===== config.mk =====
export PLATFORM = sky130hd
export DESIGN_NAME = priority_job_admission_scheduler_unit
export DESIGN_NICKNAME = d
export VERILOG_FILES = /design/src/pjas_pkg.sv /design/src/pjas_div.sv /design/src/priority_job_admission_scheduler_unit.sv
export SDC_FILE = /design/constraint.sdc
export NUM_CORES = 1
export LEC_CHECK = 0
export BUFFER_PORTS_ARGS = -buffer_cell sky130_fd_sc_hd__buf_2
export CAP_MARGIN = 15
export CORE_ASPECT_RATIO = 1.75
export CORE_MARGIN = 4
export CORE_UTILIZATION = 45
export CTS_CLUSTER_SIZE = 30
export DETAILED_ROUTE_END_ITERATION = 10
export GPL_TIMING_DRIVEN = 1
export PLACE_DENSITY = 0.57
export SYNTH_ARGS = -nofsm -noshare
export SYNTH_HDL_FRONTEND = slang
export SYNTH_SLANG_ARGS = --single-unit

===== constraint.sdc =====
create_clock -name i_clk -period 9.4 [get_ports i_clk]
set_clock_uncertainty 0.2 [all_clocks]
set_input_delay 1.88 -clock i_clk [delete_from_list [all_inputs] [get_ports i_clk]]
set_output_delay 1.88 -clock i_clk [all_outputs]
set_load 0.02 [all_outputs]

===== src/pjas_pkg.sv =====
`default_nettype none
// ----------------------------------------------------------------------------
// pjas_pkg: shared types and constants of the admission scheduler
// Register indexes, field widths, queue geometry and the divider request and response.
// ----------------------------------------------------------------------------
package pjas_pkg;

    localparam int QUEUE_DEPTH = 16;
    localparam int QIDX_W      = $clog2(QUEUE_DEPTH);
    localparam int QCNT_W      = $clog2(QUEUE_DEPTH + 1);

    localparam logic [1:0] REG_THREAD_LIMIT    = 2'd0;
    localparam logic [1:0] REG_FLOOR_LIMIT     = 2'd1;
    localparam logic [1:0] REG_CURVE_SPEED     = 2'd2;
    localparam logic [1:0] REG_PRIORITY_OFFSET = 2'd3;

    localparam logic [7:0] RST_THREAD_LIMIT    = 8'd10;
    localparam logic [7:0] RST_FLOOR_LIMIT     = 8'd2;
    localparam logic [7:0] RST_CURVE_SPEED     = 8'd7;
    localparam logic [7:0] RST_PRIORITY_OFFSET = 8'hF6;

    localparam logic KIND_SUBMIT = 1'b0;
    localparam logic KIND_FINISH = 1'b1;

    // numerator magnitude: |limit - floor| * p < 2^8 * 2^8
    localparam int NUM_W = 17;
    localparam int DEN_W = 10;

    typedef struct packed {
        logic             start;
        logic [NUM_W-1:0] num;
        logic [DEN_W-1:0] den;
    } t_div_req;

    typedef struct packed {
        logic             busy;
        logic             done;
        logic [NUM_W-1:0] quo;
    } t_div_rsp;

endpackage
`default_nettype wire


===== src/pjas_div.sv =====
`default_nettype none
// ----------------------------------------------------------------------------
// pjas_div: restoring unsigned divider
// One quotient bit per cycle; quotient of a NUM_W bit numerator.
// ----------------------------------------------------------------------------
module pjas_div (
    input  wire                   i_clk,
    input  wire                   i_rst_n,
    input  pjas_pkg::t_div_req    i_req,
    output pjas_pkg::t_div_rsp    o_rsp
);
    localparam int CNT_W = $clog2(pjas_pkg::NUM_W + 1);
    localparam int REM_W = pjas_pkg::DEN_W;

    logic                        r_busy, n_busy;
    logic                        r_done, n_done;
    logic [CNT_W-1:0]            r_cnt, n_cnt;
    logic [pjas_pkg::NUM_W-1:0]  r_quo, n_quo;
    logic [REM_W-1:0]            r_rem, n_rem;
    logic [pjas_pkg::DEN_W-1:0]  r_den, n_den;
    logic [REM_W:0]              w_shift;

    always_comb begin
        n_busy  = r_busy;
        n_done  = 1'b0;
        n_cnt   = r_cnt;
        n_quo   = r_quo;
        n_rem   = r_rem;
        n_den   = r_den;
        w_shift = {r_rem, r_quo[pjas_pkg::NUM_W-1]};
        if (i_req.start) begin
            n_busy = 1'b1;
            n_cnt  = CNT_W'(pjas_pkg::NUM_W);
            n_quo  = i_req.num;
            n_rem  = '0;
            n_den  = i_req.den;
        end else if (r_busy) begin
            // shift in one numerator bit, subtract if it fits
            if (w_shift >= {1'b0, r_den}) begin
                n_rem = REM_W'(w_shift - {1'b0, r_den});
                n_quo = {r_quo[pjas_pkg::NUM_W-2:0], 1'b1};
            end else begin
                n_rem = w_shift[REM_W-1:0];
                n_quo = {r_quo[pjas_pkg::NUM_W-2:0], 1'b0};
            end
            n_cnt = r_cnt - 1'b1;
            if (r_cnt == CNT_W'(1)) begin
                n_busy = 1'b0;
                n_done = 1'b1;
            end
        end
    end

    always_ff @(posedge i_clk) begin
        if (!i_rst_n) begin
            r_busy <= 1'b0;
            r_done <= 1'b0;
            r_cnt  <= '0;
        end else begin
            r_busy <= n_busy;
            r_done <= n_done;
            r_cnt  <= n_cnt;
        end
        r_quo <= n_quo;
        r_rem <= n_rem;
        r_den <= n_den;
    end

    assign o_rsp.busy = r_busy;
    assign o_rsp.done = r_done;
    assign o_rsp.quo  = r_quo;

`ifndef SYNTHESIS
    a_done_ends_busy: assert property (@(posedge i_clk) disable iff (!i_rst_n)
        r_done |-> !r_busy)
        else $error("divider done while busy");
    a_done_after_busy: assert property (@(posedge i_clk) disable iff (!i_rst_n)
        r_done |-> $past(r_busy))
        else $error("divider done without run");
    a_cnt_idle: assert property (@(posedge i_clk) disable iff (!i_rst_n)
        (!r_busy && !$past(i_req.start)) |-> (r_cnt == '0))
        else $error("divider count left over");
`endif

endmodule
`default_nettype wire


===== src/priority_job_admission_scheduler_unit.sv =====
`default_nettype none
// ----------------------------------------------------------------------------
// priority_job_admission_scheduler_unit: worker slot admission scheduler
// Starts, queues or drops submitted jobs and restarts waiters on a finish.
// ----------------------------------------------------------------------------
// Input item (s_axis): tdata = {job_tag, priority_req}, tuser = kind
// (0 submit, 1 finish). Result item (m_axis): tdata = {running_now,
// started_tag}, tuser = {dropped, queued, started} with started in bit 0.
// Configuration: i_cfg_we with i_cfg_index (0 thread_limit, 1 floor_limit,
// 2 curve_speed, 3 priority_offset) and i_cfg_data, taken on any edge with
// the enable high; a thread_limit below floor_limit is ignored.
// One item at a time. A submit that needs the curve goes from the test step
// through the bit-serial divider to its done, the compare and the result; one
// decided without the divider goes from the test step straight to done. A
// finish first scans the 16 queue entries one per cycle, then goes on like a
// submit, or straight to the result when the queue is empty.
// The result sits in an output register; s_axis_tready stays low until it
// is taken, so a stalled receiver holds the block. Reset clears the running
// count, arrival counter and all queue valid bits; the queue contents are
// not cleared. No clearing pass is needed, the block is ready right after
// reset.
module priority_job_admission_scheduler_unit (
    input  wire         i_clk,
    input  wire         i_rst_n,
    input  wire         s_axis_tvalid,
    output logic        s_axis_tready,
    input  wire  [23:0] s_axis_tdata,   // [7:0] priority_req, [23:8] job_tag
    input  wire         s_axis_tuser,   // [0] kind
    output logic        m_axis_tvalid,
    input  wire         m_axis_tready,
    output logic [23:0] m_axis_tdata,   // [15:0] started_tag, [23:16] running_now
    output logic [2:0]  m_axis_tuser,   // [0] started, [1] queued, [2] dropped
    input  wire         i_cfg_we,
    input  wire  [1:0]  i_cfg_index,
    input  wire  [7:0]  i_cfg_data
);
    localparam int QW = pjas_pkg::QIDX_W;
    localparam int QC = pjas_pkg::QCNT_W;

    localparam logic [2:0] ST_IDLE = 3'd0;
    localparam logic [2:0] ST_SCAN = 3'd1;
    localparam logic [2:0] ST_TEST = 3'd2;
    localparam logic [2:0] ST_DIV  = 3'd3;
    localparam logic [2:0] ST_DONE = 3'd4;
    localparam logic [2:0] ST_OUT  = 3'd5;

    logic [2:0]  r_state, n_state;
    logic [7:0]  r_limit, r_floor, r_speed, r_offset;
    logic [7:0]  r_running, n_running;
    logic [15:0] r_arrival, n_arrival;

    logic [7:0]  r_qprio  [pjas_pkg::QUEUE_DEPTH];
    logic [15:0] r_qtag   [pjas_pkg::QUEUE_DEPTH];
    logic [15:0] r_qorder [pjas_pkg::QUEUE_DEPTH];
    logic [pjas_pkg::QUEUE_DEPTH-1:0] r_qvalid, n_qvalid;

    logic        r_kind;
    logic [7:0]  r_prio, n_prio;
    logic [15:0] r_tag, n_tag;
    logic [15:0] r_horder, n_horder;
    logic        r_hfound, n_hfound;
    logic [QW-1:0] r_head, n_head;
    logic [QC-1:0] r_scan, n_scan;
    logic        r_neg, n_neg;

    logic        r_ovalid, n_ovalid;
    logic        r_ostart, n_ostart;
    logic        r_oqueued, n_oqueued;
    logic        r_odrop, n_odrop;
    logic [15:0] r_otag, n_otag;

    pjas_pkg::t_div_req w_dreq;
    pjas_pkg::t_div_rsp w_drsp;

    logic          w_accept;
    logic signed [9:0]  w_p;
    logic signed [9:0]  w_diff;
    logic [8:0]    w_diff_mag;
    logic [16:0]   w_prod;
    logic          w_full;
    logic [QW-1:0] w_free;
    logic [QW-1:0] w_sidx;
    logic          w_ahead;
    logic [15:0]   w_odiff;
    logic signed [10:0] w_cap;
    logic signed [17:0] w_red;
    logic          w_write_q;
    logic [QW-1:0] w_wslot;

    assign w_accept = s_axis_tvalid && s_axis_tready;
    assign w_sidx   = r_scan[QW-1:0];

    // shifted priority and numerator terms
    assign w_p        = 10'(signed'(r_prio)) + 10'(signed'(r_offset));
    assign w_diff     = signed'({2'b00, r_limit}) - signed'({2'b00, r_floor});
    assign w_diff_mag = w_diff[9] ? 9'(-w_diff) : w_diff[8:0];
    assign w_prod     = 17'(w_diff_mag[8:0]) * 17'(w_p[7:0]);
    assign w_cap      = 11'(signed'({2'b00, r_limit})) - 11'(signed'(w_red));
    assign w_red      = r_neg ? -18'(signed'({1'b0, w_drsp.quo}))
                              : 18'(signed'({1'b0, w_drsp.quo}));

    // lowest free slot
    always_comb begin
        w_full = 1'b1;
        w_free = '0;
        for (int i = pjas_pkg::QUEUE_DEPTH - 1; i >= 0; i--) begin
            if (!r_qvalid[i]) begin
                w_full = 1'b0;
                w_free = QW'(i);
            end
        end
    end

    assign w_odiff = r_qorder[w_sidx] - r_horder;
    always_comb begin
        if (!r_hfound) begin
            w_ahead = 1'b1;
        end else if (r_qprio[w_sidx] != r_prio) begin
            w_ahead = signed'(r_qprio[w_sidx]) < signed'(r_prio);
        end else begin
            w_ahead = w_odiff[15];
        end
    end

    always_comb begin
        n_state   = r_state;
        n_running = r_running;
        n_arrival = r_arrival;
        n_qvalid  = r_qvalid;
        n_prio    = r_prio;
        n_tag     = r_tag;
        n_horder  = r_horder;
        n_hfound  = r_hfound;
        n_head    = r_head;
        n_scan    = r_scan;
        n_neg     = r_neg;
        n_ovalid  = r_ovalid;
        n_ostart  = r_ostart;
        n_oqueued = r_oqueued;
        n_odrop   = r_odrop;
        n_otag    = r_otag;
        w_dreq    = '0;
        w_write_q = 1'b0;
        w_wslot   = w_free;
        unique case (r_state)
            ST_IDLE: begin
                if (w_accept) begin
                    n_prio    = s_axis_tdata[7:0];
                    n_tag     = s_axis_tdata[23:8];
                    n_ostart  = 1'b0;
                    n_oqueued = 1'b0;
                    n_odrop   = 1'b0;
                    n_otag    = '0;
                    n_hfound  = 1'b0;
                    n_scan    = '0;
                    if (s_axis_tuser == pjas_pkg::KIND_FINISH) begin
                        if (r_running != 8'd0) n_running = r_running - 8'd1;
                        n_state = ST_SCAN;
                    end else begin
                        n_state = ST_TEST;
                    end
                end
            end
            ST_SCAN: begin
                // walk the queue, keep the best waiter in prio/tag/order
                if (r_qvalid[w_sidx] && w_ahead) begin
                    n_hfound = 1'b1;
                    n_head   = w_sidx;
                    n_prio   = r_qprio[w_sidx];
                    n_tag    = r_qtag[w_sidx];
                    n_horder = r_qorder[w_sidx];
                end
                n_scan = r_scan + 1'b1;
                if (r_scan == QC'(pjas_pkg::QUEUE_DEPTH - 1)) begin
                    n_state = r_hfound || r_qvalid[w_sidx] ? ST_TEST : ST_OUT;
                    n_ovalid = !(r_hfound || r_qvalid[w_sidx]);
                end
            end
            ST_TEST: begin
                if (r_running >= r_limit) begin
                    n_state = ST_DONE;
                    n_ostart = 1'b0;
                end else if (w_p[9]) begin
                    n_ostart = 1'b1;
                    n_state  = ST_DONE;
                end else if ((r_speed == 8'd0) && (w_p == 10'sd0)) begin
                    n_ostart = 1'b1;
                    n_state  = ST_DONE;
                end else begin
                    n_neg = w_diff[9];
                    w_dreq.start = 1'b1;
                    w_dreq.num   = w_prod;
                    w_dreq.den   = 10'(r_speed) + 10'(w_p[7:0]);
                    n_state = ST_DIV;
                end
            end
            ST_DIV: begin
                if (w_drsp.done) begin
                    n_ostart = w_cap > 11'(signed'({3'b000, r_running}));
                    n_state  = ST_DONE;
                end
            end
            ST_DONE: begin
                if (r_ostart) begin
                    n_running = r_running + 8'd1;
                    n_otag    = r_tag;
                    if (r_kind == pjas_pkg::KIND_FINISH) n_qvalid[r_head] = 1'b0;
                end else if (r_kind == pjas_pkg::KIND_SUBMIT) begin
                    if (w_full) begin
                        n_odrop = 1'b1;
                    end else begin
                        n_arrival = r_arrival + 16'd1;
                        w_write_q = 1'b1;
                        n_qvalid[w_free] = 1'b1;
                        n_oqueued = 1'b1;
                    end
                end
                n_ovalid = 1'b1;
                n_state  = ST_OUT;
            end
            ST_OUT: begin
                if (m_axis_tready) begin
                    n_ovalid = 1'b0;
                    n_state  = ST_IDLE;
                end
            end
            default: n_state = ST_IDLE;
        endcase
    end

    always_ff @(posedge i_clk) begin
        if (!i_rst_n) begin
            r_state   <= ST_IDLE;
            r_running <= '0;
            r_arrival <= '0;
            r_qvalid  <= '0;
            r_ovalid  <= 1'b0;
            r_limit   <= pjas_pkg::RST_THREAD_LIMIT;
            r_floor   <= pjas_pkg::RST_FLOOR_LIMIT;
            r_speed   <= pjas_pkg::RST_CURVE_SPEED;
            r_offset  <= pjas_pkg::RST_PRIORITY_OFFSET;
        end else begin
            r_state   <= n_state;
            r_running <= n_running;
            r_arrival <= n_arrival;
            r_qvalid  <= n_qvalid;
            r_ovalid  <= n_ovalid;
            if (i_cfg_we) begin
                unique case (i_cfg_index)
                    pjas_pkg::REG_THREAD_LIMIT:
                        if (i_cfg_data >= r_floor) r_limit <= i_cfg_data;
                    pjas_pkg::REG_FLOOR_LIMIT:     r_floor  <= i_cfg_data;
                    pjas_pkg::REG_CURVE_SPEED:     r_speed  <= i_cfg_data;
                    pjas_pkg::REG_PRIORITY_OFFSET: r_offset <= i_cfg_data;
                    default: ;
                endcase
            end
        end
        if (w_accept) r_kind <= s_axis_tuser;
        r_prio    <= n_prio;
        r_tag     <= n_tag;
        r_horder  <= n_horder;
        r_hfound  <= n_hfound;
        r_head    <= n_head;
        r_scan    <= n_scan;
        r_neg     <= n_neg;
        r_ostart  <= n_ostart;
        r_oqueued <= n_oqueued;
        r_odrop   <= n_odrop;
        r_otag    <= n_otag;
        if (w_write_q) begin
            r_qprio[w_wslot]  <= r_prio;
            r_qtag[w_wslot]   <= r_tag;
            r_qorder[w_wslot] <= r_arrival + 16'd1;
        end
    end

    pjas_div u_div (
        .i_clk   (i_clk),
        .i_rst_n (i_rst_n),
        .i_req   (w_dreq),
        .o_rsp   (w_drsp)
    );

    assign s_axis_tready = (r_state == ST_IDLE);
    assign m_axis_tvalid = r_ovalid;
    assign m_axis_tdata  = {r_running, r_otag};
    assign m_axis_tuser  = {r_odrop, r_oqueued, r_ostart};

`ifndef SYNTHESIS
    a_out_state: assert property (@(posedge i_clk) disable iff (!i_rst_n)
        r_ovalid |-> (r_state == ST_OUT))
        else $error("result shown outside output state");
    a_one_outcome: assert property (@(posedge i_clk) disable iff (!i_rst_n)
        r_ovalid |-> $onehot0({r_ostart, r_oqueued, r_odrop}))
        else $error("conflicting result flags");
    a_submit_outcome: assert property (@(posedge i_clk) disable iff (!i_rst_n)
        (r_ovalid && r_kind == pjas_pkg::KIND_SUBMIT) |->
            $onehot({r_ostart, r_oqueued, r_odrop}))
        else $error("submit without outcome");
    a_drop_full: assert property (@(posedge i_clk) disable iff (!i_rst_n)
        (r_ovalid && r_odrop) |-> (&r_qvalid))
        else $error("drop with free slot");
`endif

endmodule
`default_nettype wire


# ---- Yosys cells after proc, flatten, opt, wreduce, memory -nomap -nowiden
# Memory sizes are Yosys's and may differ from the RTL's. A register that Yosys moved wholly into a read port is not among the register bits.
# Index checks and enable logic that the tools add are counted.
dict set report op_classes {
  bitwise_logic 12
  n_mul 1
  magnitude_cmp 10
  n_addsub 13
  reduce_logical 37
  muxes 114
  eq_ne 27
}
# operator n
set op_table {}
lappend op_table {{$mux 16} 8}
lappend op_table {{$mux 28} 4}
lappend op_table {{$mux 4} 19}
lappend op_table {{$pmux 16 s2} 2}
lappend op_table {{$mux 8} 6}
lappend op_table {{$mux 1} 46}
lappend op_table {{$mux 17} 2}
lappend op_table {{$pmux 8 s2} 2}
lappend op_table {{$mux 3} 8}
lappend op_table {{$ne 2x2->1 const B} 10}
lappend op_table {{$reduce_and 4->1} 5}
lappend op_table {{$add 8x8->9} 2}
lappend op_table {{$pmux 3 s6} 1}
lappend op_table {{$mul 9x8->17} 1}
lappend op_table {{$add 16x1->16 const B} 1}
lappend op_table {{$and 16x16->16} 1}
lappend op_table {{$ge 8x8->1} 2}
lappend op_table {{$not 16->16} 1}
lappend op_table {{$or 16x16->16} 1}
lappend op_table {{$sub 16x16->16} 1}
lappend op_table {{$lt 4x5->1 const B} 3}
lappend op_table {{$mux 5} 3}
lappend op_table {{$reduce_and 5->1} 3}
lappend op_table {{$reduce_and 3->1} 4}
lappend op_table {{other kinds (47)} 78}
dict set report totals {
  n_memories 3
  wordCells 245
  out_inout_bits 29
  reg_bits 191
  ramBits 640
  input_bits 40
}
# name depth width read_ports rd_clocked_by_memory_dff wr line
set mem_list {}
lappend mem_list {r_qorder 16 16 1 1 1 priority_job_admission_scheduler_unit.sv:54} ;# logic [15:0] r_qorder [pjas_pkg::QUEUE_DEPTH];
lappend mem_list {r_qtag 16 16 1 1 1 priority_job_admission_scheduler_unit.sv:53} ;# logic [15:0] r_qtag [pjas_pkg::QUEUE_DEPTH];
lappend mem_list {r_qprio 16 8 1 1 1 priority_job_admission_scheduler_unit.sv:52} ;# logic [7:0] r_qprio [pjas_pkg::QUEUE_DEPTH];

# ---- Depth between registers and ports, before layout
dict set report logic_depth {
  word_depth 24
  mapped_depth 28
  mapped_depth_nobuf 27
}

# ---- By module
# A second synthesis with hierarchy kept.
dict set report hier_totals {
  cells_unflattened 2479
  hier_area_um2 38304.2
}
# module instances area_each_um2 cells_each seq_area_each_um2
set by_module_without_submodules {}
lappend by_module_without_submodules {priority_job_admission_scheduler_unit 1 35967.0 2265 22952.0}
lappend by_module_without_submodules {pjas_div 1 2337.2 214 1151.1}

# ---- Worst setup path before layout
# No wires, ideal clock.
dict set report synth_timing {
  kind {register to register}
  start {register r_limit[0]}
  end {register u_div.r_quo[16] (netlist bit), data pin}
  path_stages_with_launch 27
  setup_time_ns 0.260
  required_time_ns 8.940
  t_arrival_ns 6.310
  setup_slack_ns 2.630
  period_less_slack_ns 6.770
  n_path_buf 1
  cell_sequence {dfxtp_1 > inv_1 > ha_1 > fa_1 > nor2b_1 > o21a_1 > o21ai_0 > a21o_1 > a21oi_1 > clkbuf_1 > inv_1 > a21oi_1 > or2_2 > fa_1 > fa_1 > inv_1 > fa_1 > inv_1 > fa_1 > inv_1 > ha_1 > or3_1 > o2111ai_1 > a31oi_1 > nor4_1 > a311oi_1 > mux2_2}
}
dict set report synth_between {
  elab_chain_len 9
  elab_cells_between_ends 10
  classes_between {2 x add/sub; 1 x mul; 1 x order compare; 6 x mux}
}
# element line
set synth_lines {}
lappend synth_lines {{start, declared} priority_job_admission_scheduler_unit.sv:48} ;# logic [7:0] r_limit, r_floor, r_speed, r_offset;
lappend synth_lines {{start signal, assigned} priority_job_admission_scheduler_unit.sv:238} ;# r_limit <= pjas_pkg::RST_THREAD_LIMIT;
lappend synth_lines {{start signal, assigned} priority_job_admission_scheduler_unit.sv:251} ;# if (i_cfg_data >= r_floor) r_limit <= i_cfg_data;
lappend synth_lines {{$sub 8x8->9 (*)} priority_job_admission_scheduler_unit.sv:95} ;# assign w_diff = signed'({2'b00, r_limit}) - signed'({2'b00, r_floor});
lappend synth_lines {{net w_diff[8]} priority_job_admission_scheduler_unit.sv:77} ;# logic signed [9:0] w_diff;
lappend synth_lines {{$neg 9->9} priority_job_admission_scheduler_unit.sv:96} ;# assign w_diff_mag = w_diff[9] ? 9'(-w_diff) : w_diff[8:0];
lappend synth_lines {{$mux 9 (*)} priority_job_admission_scheduler_unit.sv:96}
lappend synth_lines {{$mul 9x8->17 (*)} priority_job_admission_scheduler_unit.sv:97} ;# assign w_prod = 17'(w_diff_mag[8:0]) * 17'(w_p[7:0]);
lappend synth_lines {{$mux 28 (*)} priority_job_admission_scheduler_unit.sv:186} ;# end else if ((r_speed == 8'd0) && (w_p == 10'sd0)) begin
lappend synth_lines {{$mux 28 (*)} priority_job_admission_scheduler_unit.sv:183} ;# end else if (w_p[9]) begin
lappend synth_lines {{$mux 28 (*)} priority_job_admission_scheduler_unit.sv:180} ;# if (r_running >= r_limit) begin
lappend synth_lines {{$mux 28 (*)} priority_job_admission_scheduler_unit.sv:145} ;# unique case (r_state)
lappend synth_lines {{$mux 17 (*)} pjas_div.sv:31} ;# if (i_req.start) begin
lappend synth_lines {{net u_div.n_quo (one bit)} pjas_div.sv:18} ;# logic [pjas_pkg::NUM_W-1:0] r_quo, n_quo;
lappend synth_lines {{end signal, assigned} pjas_div.sv:64} ;# r_quo <= n_quo;
lappend synth_lines {{end, declared} pjas_div.sv:18}
# Mark *: on every way through the listed nets, which the timed path passes. The rest lies on a longest branch.
# A chain may end at the register's enable or synchronous reset.

# ---- Worst setup path after layout
# Ends and elaborated chain as after synthesis.

==> results.md <==
- Area Growth Syn to Fin: 11.2%
- Count of standard-cell rows: 140
- Overall power: 13.8 mW
- Clock tree root driver cell: clkbuf_16
- DIE WIDTH: 228 um
- Wire length of the first global-routing pass: 141,000 um
- Starting density of the core: 45.6%
- GRT Overall Usage: 20.9%
- Total Negative Setup Slacks: 0 ns
- Synth Cell Area: 38,100 um2
- Primary FF master, synth: edfxtp_1
- Critical path start-end classification: reg -> reg
- Multi-input logic area: 13,000 um2
- Number of instances in the synthesized netlist: 2,456
- Antenna violations before repair: 1
- Iteration-0 DRC count of the detailed router: 1,716
- Register Area: 24,100 um2
- Clock-pin slew on the worst setup and hold paths: 0.06 ns
- Total congestion overflow: 0
- Final slew viol count: 0
- Worst-path maximum fanout: 11
- Number of inserted diodes: 0
- Reg-to-Reg End: u_div.r_quo[16]$_DFFE_PP_
- Total via count after detailed routing: 21,441
- Via count of the first global-routing pass: 23,015
- Post-route worst hold slack: 0.270 ns
- Net count of the mapped netlist: 2,681
- # DRC: 0
- Share of the clock period used by the worst path: 82.6%
- Number of instances resized during post-cts repair: 0
- Transition time of the tightest slew-check pin: 1.11 ns
- Maximum resistive drop on vdd: 0.225 mV
- Port Buffers: 68
- Max cap viols: 0
- Hold Path Depth: 2
- Total power density per cell area: 326 nW/um2
- Max-Slew Margin vs Limit: 26.1%
- RD Place Congestion: 0.868
- Routed Antenna Nets: 0
- Post-CTS setup repair buffer count: 0
- Clock H-tree levels: 3
- Fraction of final layout cells sized beyond drive strength 1: 18.7%
- Via/cell ratio: 5.83
- Cts-stage hold buffer count: 0
- Outcome: complete, no violations
- TritonCTS clock tree: yes
- Worst min-delay path startpoint: r_offset[0]$_SDFFE_PN0P_
- Reg2Reg Launch Point: r_limit[0]$_SDFFE_PN0P_
- Data arrival at the endpoint of the critical path: 7.96 ns
- Number of cell instances on the worst register-to-register path: 25
- Distinct cells, synth: 72
- Setup slack of the critical path after layout: 1.63 ns
- Endpoint type of the worst setup path: flip-flop
- Largest net degree at the start of global routing: 84
- Area of the die: 89,600 um2
- Count of non-filler cells in the finished layout: 3,679
- Post-synth ARST share: 0%
- Number of synthesized flops with an enable pin: 737
- Avg Synthesized Cell Area: 15.5 um2
- Unrepaired setup endpoints after global routing: false
- Endpoint with the worst hold slack: r_offset[0]$_SDFFE_PN0P_
- Total core area: 83,600 um2
- Pre-CTS setup slack: 1.70 ns
- Worst skew pair latency: 0.65 ns
- Finish-stage setup viols: 0
- Count of TritonRoute iterations in the first routing pass: 5
- HP Class: reg -> reg
- Hold Fails Final Rpt: 0
- Synthesized flop and latch total: 834
- Leakage power figure: 14.9 nW
- Count of boundary I/O pins: 69
- Shortest clock period the worst path allows after layout: 7.77 ns
- Total CTS buffers: 80
- Mean routed wirelength per cell: 25.2 um
- Detailed-route wire length: 92,700 um
- Startpoint class of the critical path: flip-flop
- Placed Cells incl. Taps: 3,529
- Total number of nets in the final design: 2,777
- Max Clk Rate: 0.129 GHz
- Sequential-to-total area share from yosys stat: 63.2%
- HPWL reported at the end of detailed placement: 54,800 um
- Die height: 393 um
- Synth warn: 0
- Fillers: 6,906
- Register-to-Register Setup Slack: 1.63 ns
- WP data required: 9.59 ns
- Deepest clock path buffer count: 3
- CTS sink cnt: 834
==> cells by family after synthesis <==
kind of cell,synth area share (%)
flops,63.2
compound gates,5.32
xor+xnor,1.81
fa+ha+maj,7.02
simple gates,6.39
buf+inv,2.69
mux,13.6
==> critical path: stages, from the launching register on <==
cell and delay [ns]:
dfxtp_1 0.36, inv_1 0.07, ha_1 0.23, fa_1 0.46
nor2b_1 0.14, o21a_1 0.14, o21ai_0 0.11, a21o_1 0.20
a21oi_1 0.55, inv_1 0.19, a21oi_1 0.65, or2_2 0.24
fa_1 0.44, fa_1 0.54, inv_1 0.06, fa_1 0.54
inv_1 0.06, fa_1 0.54, inv_1 0.05, ha_1 0.36
nand3_1 0.10, o211ai_1 0.35, o2111ai_1 0.22, a31oi_1 0.33
a311oi_1 0.13, mux2_2 0.28
==> synth_stat cells, types with 17 or more instances <==
cell | count | area [um2]
edfxtp_1 | 737 | 22100
mux4_2 | 204 | 4590
nand2_1 | 171 | 642
inv_1 | 163 | 612
ha_1 | 137 | 1710
nor2_1 | 126 | 473
a21oi_1 | 108 | 541
dfxtp_1 | 97 | 1940
clkbuf_1 | 67 | 251
o21ai_0 | 61 | 305
fa_1 | 48 | 961
nand3_1 | 44 | 220
xnor2_1 | 43 | 377
mux2i_1 | 35 | 350
xor2_1 | 34 | 298
a21o_1 | 32 | 240
and3_1 | 29 | 181
nor3_1 | 23 | 115
nand2b_1 | 20 | 125
nand4_1 | 19 | 119
or3_1 | 19 | 119
mux2_2 | 18 | 203
nor2b_1 | 17 | 106
o21a_1 | 17 | 128
==> report_power, final <==
part	internal [mW]	total, mW	leakage (nW)	switching (mW)
clock	1.76	3.19	1.23	1.43
combinational	2.49	5.54	6.19	3.05
sequential	4.55	5.06	7.48	0.511
==> worst max-delay path by stage <==
| stage | start | to | slack [ns] |
|---|---|---|---|
| 2_1_floorplan | r_limit[0]$_SDFFE_PN0P_ | u_div.r_quo[16]$_DFFE_PP_ | 2.63 |
| 3_3_place_gp | r_limit[0]$_SDFFE_PN0P_ | u_div.r_quo[16]$_DFFE_PP_ | 1.87 |
| 3_5_place_dp | r_limit[0]$_SDFFE_PN0P_ | u_div.r_quo[16]$_DFFE_PP_ | 1.70 |
| 4_1_cts | r_limit[0]$_SDFFE_PN0P_ | u_div.r_quo[16]$_DFFE_PP_ | 1.69 |
| 5_1_grt | r_limit[0]$_SDFFE_PN0P_ | u_div.r_quo[16]$_DFFE_PP_ | 1.14 |
| 6_report | r_limit[0]$_SDFFE_PN0P_ | u_div.r_quo[16]$_DFFE_PP_ | 1.63 |
==> per-stage QoR <==
stage	util, %	cell area (um2)
6_report	50.7	42400
5_1_grt	50.7	42400
4_1_cts	50.6	42300
3_5_place_dp	47.6	39700
3_3_place_gp	47.6	39700
2_1_floorplan	-	38100
==> registers in the layout, summed over array words and instances (netlist names), 17 cells and up, named ones only <==
signal       count
r_qorder       256
r_qtag         256
r_qprio        128
u_div.r_quo     17
==> cells in the final DEF (no fill, tap or decap), drive strengths merged, types with 11 or more instances in the layout <==
cell | synthesis | final
mux4 | 204 | 204
o21ai | 68 | 68
dfxtp | 97 | 97
inv | 165 | 160
a31oi | 11 | 11
nor3 | 23 | 23
nor2b | 17 | 17
and3 | 29 | 29
nand3 | 44 | 44
nand4 | 19 | 19
xor2 | 35 | 35
nand2b | 20 | 20
buf | 31 | 111
a21oi | 108 | 108
nor2 | 126 | 126
ha | 137 | 137
nand2 | 171 | 171
a21o | 32 | 32
mux2i | 35 | 35
or3 | 19 | 19
o21a | 17 | 17
a211oi | 16 | 16
fa | 48 | 48
mux2 | 20 | 20
clkbuf | 67 | 96
edfxtp | 737 | 737
xnor2 | 43 | 43
clkinv | 1 | 44
==> routing by layer <==
layer  global-route usage (%)  part of all wire [%]  up-vias
met5                        0                     0        -
met4                     8.01                   3.4        0
met3                     2.45                   4.1      174
met2                     39.8                    55      565
met1                     24.0                    37    11115
li1                         -                     -     9587
==> layout make-up <==
type | instances | share of cell area [%]
Clock buffer | 95 | 4.98
Clock inverter | 49 | 1.05
Inverter | 166 | 1.50
Multi-Input combinational cell | 1358 | 30.8
Sequential cell | 834 | 56.9
Tap cell | 1065 | 3.15
Timing Repair Buffer | 112 | 1.66
No activity file was read; power rests on OpenSTA's default activity.
